### config.mk
export PLATFORM = sky130hd
export DESIGN_NAME = pip_back
export DESIGN_NICKNAME = d
export VERILOG_FILES = /design/src/rtl/pip_pkg.sv /design/src/rtl/pip_ram.sv /design/src/rtl/pip_back.sv
export SDC_FILE = /design/constraint.sdc
export NUM_CORES = 2
export LEC_CHECK = 0
export BUFFER_PORTS_ARGS = -buffer_cell sky130_fd_sc_hd__buf_2
export CAP_MARGIN = 20
export CORE_ASPECT_RATIO = 0.7
export CORE_UTILIZATION = 50
export CTS_CLUSTER_SIZE = 24
export DETAILED_ROUTE_END_ITERATION = 7
export PLACE_DENSITY = 0.68
export REMOVE_ABC_BUFFERS = 1
export SLEW_MARGIN = 15
export SYNTH_ARGS = -nofsm -noshare
export SYNTH_HDL_FRONTEND = slang
export SYNTH_HIERARCHICAL = 1
export SYNTH_SLANG_ARGS = --single-unit
export TNS_END_PERCENT = 100
### constraint.sdc
create_clock -name aclk -period 6 [get_ports aclk]
set_input_delay 0.6 -clock aclk [delete_from_list [all_inputs] [get_ports aclk]]
set_output_delay 0.6 -clock aclk [all_outputs]
set_load 0.02 [all_outputs]
### src/rtl/pip_pkg.sv
// shared types and constants of the point-in-polygon test block
// no dependencies
package pip_pkg;

    localparam int NUM_VERTICES = 10;
    localparam int COORD_WIDTH  = 16;
    localparam int IDX_WIDTH    = 4;
    localparam int CNT_WIDTH    = 4;
    localparam int VADDR_WIDTH  = $clog2(NUM_VERTICES);
    localparam int WALK_WIDTH   = $clog2(NUM_VERTICES + 1);
    localparam int DIFF_WIDTH   = COORD_WIDTH + 1;
    localparam int PROD_WIDTH   = 2 * DIFF_WIDTH;
    localparam int CMP_WIDTH    = PROD_WIDTH + 1;
    localparam int QUEUE_DEPTH  = 2;

    localparam logic CMD_WRITE = 1'b0;
    localparam logic CMD_QUERY = 1'b1;

    typedef struct packed {
        logic                          cmd;
        logic [IDX_WIDTH-1:0]          vertex_index;
        logic signed [COORD_WIDTH-1:0] coord_x;
        logic signed [COORD_WIDTH-1:0] coord_y;
    } pip_in_t;

    typedef struct packed {
        logic                 inside_res;
        logic [CNT_WIDTH-1:0] crossings;
    } pip_out_t;

    typedef enum logic {
        OP_WRITE,
        OP_QUERY
    } op_t;

    typedef struct packed {
        op_t                           op;
        logic [VADDR_WIDTH-1:0]        addr;
        logic signed [COORD_WIDTH-1:0] x;
        logic signed [COORD_WIDTH-1:0] y;
    } work_t;

    typedef enum logic [1:0] {
        BK_IDLE,
        BK_WALK,
        BK_DRAIN,
        BK_DONE
    } back_state_t;

endpackage

### src/rtl/pip_ram.sv
// generic single-port-write, single-port-read ram with registered read data
// no dependencies
module pip_ram #(
    parameter int WIDTH = 32,
    parameter int DEPTH = 16
) (
    input  logic                     aclk,
    input  logic                     we,
    input  logic [$clog2(DEPTH)-1:0] waddr,
    input  logic [WIDTH-1:0]         wdata,
    input  logic                     re,
    input  logic [$clog2(DEPTH)-1:0] raddr,
    output logic [WIDTH-1:0]         rdata
);

    logic [WIDTH-1:0] mem [DEPTH];
    logic [WIDTH-1:0] rdata_reg;

    always_ff @(posedge aclk) begin
        if (we) begin
            mem[waddr] <= wdata;
        end
        if (re) begin
            rdata_reg <= mem[raddr];
        end
    end

    assign rdata = rdata_reg;

endmodule

### src/rtl/pip_back.sv
// back end: vertex table writes and the edge-walk crossing counter
// depends on pip_pkg and pip_ram
module pip_back (
    input  logic              aclk,
    input  logic              aresetn,
    input  logic              q_valid,
    output logic              q_ready,
    input  pip_pkg::work_t    q_item,
    output logic              m_valid,
    input  logic              m_ready,
    output pip_pkg::pip_out_t m_data
);
    import pip_pkg::*;

    back_state_t state_reg, state_next;

    logic [WALK_WIDTH-1:0]  rd_cnt_reg, rd_cnt_next;
    logic                   ram_we, ram_re;
    logic [VADDR_WIDTH-1:0] ram_raddr;
    logic [2*COORD_WIDTH-1:0] ram_wdata, ram_rdata;
    logic                   start, load_out;

    logic signed [COORD_WIDTH-1:0] px_reg, py_reg;
    logic signed [COORD_WIDTH-1:0] vi_x, vi_y;
    logic signed [COORD_WIDTH-1:0] vj_x_reg, vj_y_reg;

    logic r0_vld_reg, r0_edge_reg, r0_last_reg;

    logic                         s1_vld_reg, s1_last_reg, s1_span_reg, s1_dpos_reg;
    logic signed [DIFF_WIDTH-1:0] s1_dx_reg, s1_d_reg, s1_ex_reg, s1_dy_reg;

    logic                         s2_vld_reg, s2_last_reg, s2_span_reg, s2_dpos_reg;
    logic signed [PROD_WIDTH-1:0] s2_p1_reg, s2_p2_reg;

    logic signed [CMP_WIDTH-1:0]  diff;
    logic                         hit;
    logic [WALK_WIDTH-1:0]        cnt_reg, cnt_next;

    logic     m_valid_reg;
    pip_out_t m_data_reg;

    // vertex table, x in the upper half
    pip_ram #(
        .WIDTH (2 * COORD_WIDTH),
        .DEPTH (NUM_VERTICES)
    ) u_vtx_ram (
        .aclk  (aclk),
        .we    (ram_we),
        .waddr (q_item.addr),
        .wdata (ram_wdata),
        .re    (ram_re),
        .raddr (ram_raddr),
        .rdata (ram_rdata)
    );

    assign ram_wdata = {q_item.x, q_item.y};
    assign vi_x      = ram_rdata[2*COORD_WIDTH-1:COORD_WIDTH];
    assign vi_y      = ram_rdata[COORD_WIDTH-1:0];

    // next state
    always_comb begin
        state_next = state_reg;
        case (state_reg)
            BK_IDLE: begin
                if (q_valid && q_item.op == OP_QUERY) begin
                    state_next = BK_WALK;
                end
            end
            BK_WALK: begin
                if (rd_cnt_reg == WALK_WIDTH'(NUM_VERTICES)) begin
                    state_next = BK_DRAIN;
                end
            end
            BK_DRAIN: begin
                if (s2_vld_reg && s2_last_reg) begin
                    state_next = BK_DONE;
                end
            end
            BK_DONE: begin
                if (!m_valid_reg || m_ready) begin
                    state_next = BK_IDLE;
                end
            end
            default: begin
                state_next = BK_IDLE;
            end
        endcase
    end

    // state outputs
    always_comb begin
        q_ready     = 1'b0;
        ram_we      = 1'b0;
        ram_re      = 1'b0;
        start       = 1'b0;
        load_out    = 1'b0;
        rd_cnt_next = rd_cnt_reg;
        ram_raddr   = VADDR_WIDTH'(NUM_VERTICES - 1);
        case (state_reg)
            BK_IDLE: begin
                q_ready     = 1'b1;
                ram_we      = q_valid && q_item.op == OP_WRITE;
                start       = q_valid && q_item.op == OP_QUERY;
                rd_cnt_next = '0;
            end
            BK_WALK: begin
                // first read fetches the last vertex, then 0 upward
                ram_re      = 1'b1;
                rd_cnt_next = rd_cnt_reg + 1'b1;
                if (rd_cnt_reg != '0) begin
                    ram_raddr = VADDR_WIDTH'(rd_cnt_reg - 1'b1);
                end
            end
            BK_DRAIN: begin
                rd_cnt_next = rd_cnt_reg;
            end
            BK_DONE: begin
                load_out = !m_valid_reg || m_ready;
            end
            default: begin
                q_ready = 1'b0;
            end
        endcase
    end

    // final compare: sign of p1 - p2 against sign of the edge's dy
    assign diff = {s2_p1_reg[PROD_WIDTH-1], s2_p1_reg} - {s2_p2_reg[PROD_WIDTH-1], s2_p2_reg};
    assign hit  = s2_vld_reg && s2_span_reg &&
                  (s2_dpos_reg ? (!diff[CMP_WIDTH-1] && diff != '0) : diff[CMP_WIDTH-1]);

    always_comb begin
        cnt_next = cnt_reg;
        if (start) begin
            cnt_next = '0;
        end else if (hit) begin
            cnt_next = cnt_reg + 1'b1;
        end
    end

    always_ff @(posedge aclk) begin
        if (!aresetn) begin
            state_reg   <= BK_IDLE;
            rd_cnt_reg  <= '0;
            r0_vld_reg  <= 1'b0;
            s1_vld_reg  <= 1'b0;
            s2_vld_reg  <= 1'b0;
            m_valid_reg <= 1'b0;
        end else begin
            state_reg  <= state_next;
            rd_cnt_reg <= rd_cnt_next;
            r0_vld_reg <= ram_re;
            s1_vld_reg <= r0_vld_reg && r0_edge_reg;
            s2_vld_reg <= s1_vld_reg;
            if (load_out) begin
                m_valid_reg <= 1'b1;
            end else if (m_ready) begin
                m_valid_reg <= 1'b0;
            end
        end
    end

    always_ff @(posedge aclk) begin
        cnt_reg     <= cnt_next;
        r0_edge_reg <= (rd_cnt_reg != '0);
        r0_last_reg <= (rd_cnt_reg == WALK_WIDTH'(NUM_VERTICES));
        if (start) begin
            px_reg <= q_item.x;
            py_reg <= q_item.y;
        end
        if (r0_vld_reg) begin
            vj_x_reg <= vi_x;
            vj_y_reg <= vi_y;
        end
        // edge from vertex j (previous) to vertex i (current)
        s1_last_reg <= r0_last_reg;
        s1_span_reg <= (vi_y <= py_reg && py_reg < vj_y_reg) ||
                       (vj_y_reg <= py_reg && py_reg < vi_y);
        s1_dpos_reg <= (vj_y_reg > vi_y);
        s1_dx_reg   <= {px_reg[COORD_WIDTH-1], px_reg} - {vi_x[COORD_WIDTH-1], vi_x};
        s1_d_reg    <= {vj_y_reg[COORD_WIDTH-1], vj_y_reg} - {vi_y[COORD_WIDTH-1], vi_y};
        s1_ex_reg   <= {vj_x_reg[COORD_WIDTH-1], vj_x_reg} - {vi_x[COORD_WIDTH-1], vi_x};
        s1_dy_reg   <= {py_reg[COORD_WIDTH-1], py_reg} - {vi_y[COORD_WIDTH-1], vi_y};
        s2_last_reg <= s1_last_reg;
        s2_span_reg <= s1_span_reg;
        s2_dpos_reg <= s1_dpos_reg;
        s2_p1_reg   <= s1_dx_reg * s1_d_reg;
        s2_p2_reg   <= s1_ex_reg * s1_dy_reg;
        if (load_out) begin
            m_data_reg.inside_res <= cnt_reg[0];
            m_data_reg.crossings  <= CNT_WIDTH'(cnt_reg);
        end
    end

    assign m_valid = m_valid_reg;
    assign m_data  = m_data_reg;

endmodule

==> results <==
- The detailed-placement wirelength estimate is 86700 um.
- The startpoint of the worst hold path is q_item[18].
- Before antenna repair, the detailed router went through 5 iterations.
- The worst hold slack is 0.266 ns.
- Counting the buffers created by CTS gives 55.
- Measured along the x axis, the die boundary spans 366 um.
- The last weighted congestion value of the routability-driven placer is 0.938.
- The instance count of the mapped netlist is 4191.
- The startpoint identified for the worst register-to-register timing path is s1_dy_reg[7].
- The maximum clock insertion buffer count is 3.
- Hold repair after CTS inserted 0 buffers.
- Sorting the synthesized cells by how often they occur yields 753 x sky130_fd_sc_hd__inv_1, 597 x sky130_fd_sc_hd__fa_1, 420 x sky130_fd_sc_hd__edfxtp_1.
- The total congestion overflow is 0.
- Counting stages on the worst path, the most repeated cell is sky130_fd_sc_hd__fa_1.
- The number of buffers and inverters on the critical path is 6.
- On the critical path the largest part of the delay comes from adder cells.
- The startpoint type of the worst setup path is a flop.
- Of all nets on the critical path, the largest fanout is 2.
- The transition time at the pin with the least slew margin is 0.960 ns.
- The number of DRC violations after detailed routing is 0.
- By area the synthesized netlist is led by sky130_fd_sc_hd__edfxtp_1 27%, sky130_fd_sc_hd__fa_1 26%, sky130_fd_sc_hd__ha_1 7.9%, sky130_fd_sc_hd__dfxtp_1 6.8%, sky130_fd_sc_hd__inv_1 6.1%.
- The cell row count is 93.
- Setup violations remaining at the end of the flow were counted as 0.
- The clock skew is 0.0472 ns.
- Of the synthesized area, sequential elements account for 34.0%.
- The most used flip-flop cell after synthesis is sky130_fd_sc_hd__edfxtp_1.
- The per-instance average area after synthesis is 11.1 um2.
- The via count is 30305.
- Data arrives at the worst endpoint at 6.45 ns.
- The root buffer cell chosen for the clock tree is sky130_fd_sc_hd__clkbuf_16.
- After clock tree synthesis, the clock-pin slew on the worst setup and hold paths is 0.07 ns.
- Relative to the synthesized area, the layout overhead comes to 11.0%.
- The ratio of cells with drive above 1 in the final layout is 13.8%.
- In this run the tightest slew margin relative to its limit is 35.8%.
- The summed area of non-filler cells in the final layout is 51600 um2.
- The area of the core is 92000 um2.
- The total count of hold-check failures in the final report is 0.
- Once placement finished, the instance area stood at 49300 um2.
- The post-detailed-route via-to-cell ratio is 5.35.
- In this run the cell area of the synthesized design comes to 46500 um2.
- The number of max-slew violations in the final report is 0.
- The count of nets left with antenna violations once routing finished came out at 0.
- The flow ran to the end, and the final reports show no timing, DRC or antenna violations.
- The share of async-settable or async-resettable flops after synthesis is 0%.
- The Yosys warning count is 6.
- The first global-routing pass estimated 175000 um of wire.
- The later pin in the worst-skew pair is clocked with a latency of 0.64 ns.
- In the post-synthesis netlist, the cell with the most instances is sky130_fd_sc_hd__inv_1.
- The tightest min-delay check is of the primary input to flop type.
- The all-layer global routing usage is 23.7%.
- The via count of the first global-routing pass was 30231.
- STA puts the critical path data required time at 6.48 ns.
- The setup total negative slack is 0 ns.
- The initial core utilization is 50.5%.
- The setup slack after placement is -0.190 ns.
- Clock tree synthesis found a total of 578 sinks.
- The final layout contains 5311 nets.
- The shortest clock period the worst path allows after layout is 5.97 ns.
- The initial antenna violation count came to 5.
- The setup path with the least slack is of type flop to flop.
- The critical path's slowest cell is sky130_fd_sc_hd__fa_1.
- The launch point of the worst path is s1_dy_reg[7].
- The worst setup margin is 0.0278 ns.
- The H-tree was split into 2 levels.
- The largest single stage delay on the critical path is 0.55 ns.
- Synthesis inferred 578 register bits.
- The top-area cell type share of the netlist area is 27.1%.
- The worst setup path is captured at a flop.
- The flip-flop count of the largest register, all copies and words added is 320.
- The number of port buffers is 47.
- The cell type contributing the most total cell area after synthesis is sky130_fd_sc_hd__edfxtp_1.
- The number of unique standard cell types used by synthesis is 86.
- TritonCTS built the clock tree.
- In this run, synthesis inferred 420 flip-flops with an integrated enable.
- The total wire length after detailed routing is 111000 um.
- In the finished design, the share of the clock period the worst path needs comes to 99.5%.
- The die area is 94200 um2.
- Setup repair after global routing could not meet its margin everywhere.
- The number of violations of the max-capacitance limit is 0.
- The highest achievable clock rate is 0.167 GHz.
- The die is 257 um tall.
- The count of pins on the block boundary is 48.
- The mean routed wirelength per cell is 19.6 um.
- Entering global routing, the biggest net connects 88 pins.
- The DRC violation total after the first TritonRoute iteration is 2380.
## kinds of logic (layout without fill, tap and decap cells)
logic type / count (synthesis) / in the layout / share of synthesized area, %
compound gates: 517 / 517 / 7.86
xor+xnor: 119 / 119 / 2.24
fa+ha+maj: 892 / 892 / 33.7
buf+inv: 881 / 1114 / 7.35
flops: 578 / 578 / 34.0
mux: 170 / 170 / 3.92
other cells: 0 / 1 / 0
simple gates: 1034 / 1034 / 11.0
## worst paths after layout
check / endpoint / slack (ns) / depth (start not counted)
worst max-delay path: s2_p2_reg[33] / 0.03 / 25
worst min-delay path: u_vtx_ram/mem[8][18] / 0.27 / 1
worst max register to register: s2_p2_reg[33] / 0.03 / 25
worst min register to register: s1_last_reg / 0.33 / 0
## routing by layer
| layer | GRT usage, % | wire length (um) | vias to the layer above |
|---|---|---|---|
| met5 | 0 | 41 | - |
| met4 | 3.80 | 1670 | 6 |
| met3 | 4.45 | 8970 | 120 |
| met2 | 34.4 | 46200 | 1069 |
| met1 | 37.3 | 54200 | 15091 |
| li1 | - | - | 14019 |
## what timing repair did
action | CTS | global route
buffers inserted | 1 | 3
pin swaps | 10 | 39
cloned | 0 | 0
resized for setup | 36 | 92
endpoints found under the setup margin | 14 | 18
## through the flow
step,std cells,utilization [%]
detailed placement,5552,53.6
CTS,5656,55.7
global route,5659,56.0
global placement,5552,53.6
finish,5660,56.0
floorplan,4063,-
## final cells by class
cell class | count | area [um2]
Inverter | 753 | 2830
Sequential cell | 578 | 15800
Fill cell | 7742 | 40500
Clock inverter | 34 | 327
Antenna cell | 1 | 2.50
Tap cell | 1235 | 1550
Multi-Input combinational cell | 2732 | 27700
Timing Repair Buffer | 258 | 1890
Clock buffer | 69 | 1460
## layout by cell type, fill, tap and decap left out, types with 16 or more instances in the layout
| cell type | netlist | layout |
|---|---|---|
| sky130_fd_sc_hd__inv_1 | 753 | 746 |
| sky130_fd_sc_hd__fa_1 | 597 | 588 |
| sky130_fd_sc_hd__edfxtp_1 | 420 | 420 |
| sky130_fd_sc_hd__nand2_1 | 382 | 378 |
| sky130_fd_sc_hd__and2_1 | 296 | 291 |
| sky130_fd_sc_hd__ha_1 | 295 | 286 |
| sky130_fd_sc_hd__buf_4 | 4 | 199 |
| sky130_fd_sc_hd__nor2_1 | 151 | 142 |
| sky130_fd_sc_hd__dfxtp_1 | 158 | 113 |
| sky130_fd_sc_hd__a21oi_1 | 107 | 97 |
| sky130_fd_sc_hd__xnor2_1 | 92 | 91 |
| sky130_fd_sc_hd__mux2_2 | 91 | 91 |
| sky130_fd_sc_hd__o21ai_0 | 83 | 79 |
| sky130_fd_sc_hd__mux2i_1 | 73 | 73 |
| sky130_fd_sc_hd__clkbuf_16 | 0 | 56 |
| sky130_fd_sc_hd__buf_2 | 15 | 47 |
| sky130_fd_sc_hd__o22ai_1 | 39 | 39 |
| sky130_fd_sc_hd__dfxtp_2 | 0 | 39 |
| sky130_fd_sc_hd__a21o_1 | 38 | 38 |
| sky130_fd_sc_hd__a22o_1 | 32 | 32 |
| sky130_fd_sc_hd__nor2b_1 | 32 | 31 |
| sky130_fd_sc_hd__nor3_1 | 34 | 31 |
| sky130_fd_sc_hd__o31ai_2 | 31 | 31 |
| sky130_fd_sc_hd__nand3_1 | 34 | 30 |
| sky130_fd_sc_hd__nand2b_1 | 28 | 28 |
| sky130_fd_sc_hd__o21a_1 | 26 | 26 |
| sky130_fd_sc_hd__xor2_1 | 27 | 26 |
| sky130_fd_sc_hd__a21boi_0 | 22 | 22 |
| sky130_fd_sc_hd__nand4_1 | 17 | 17 |
| sky130_fd_sc_hd__o21ai_1 | 15 | 17 |
| sky130_fd_sc_hd__a21oi_2 | 6 | 16 |
Power is not shown: default switching activity piles up to over one toggle a cycle in this logic, so the estimate is an artifact.
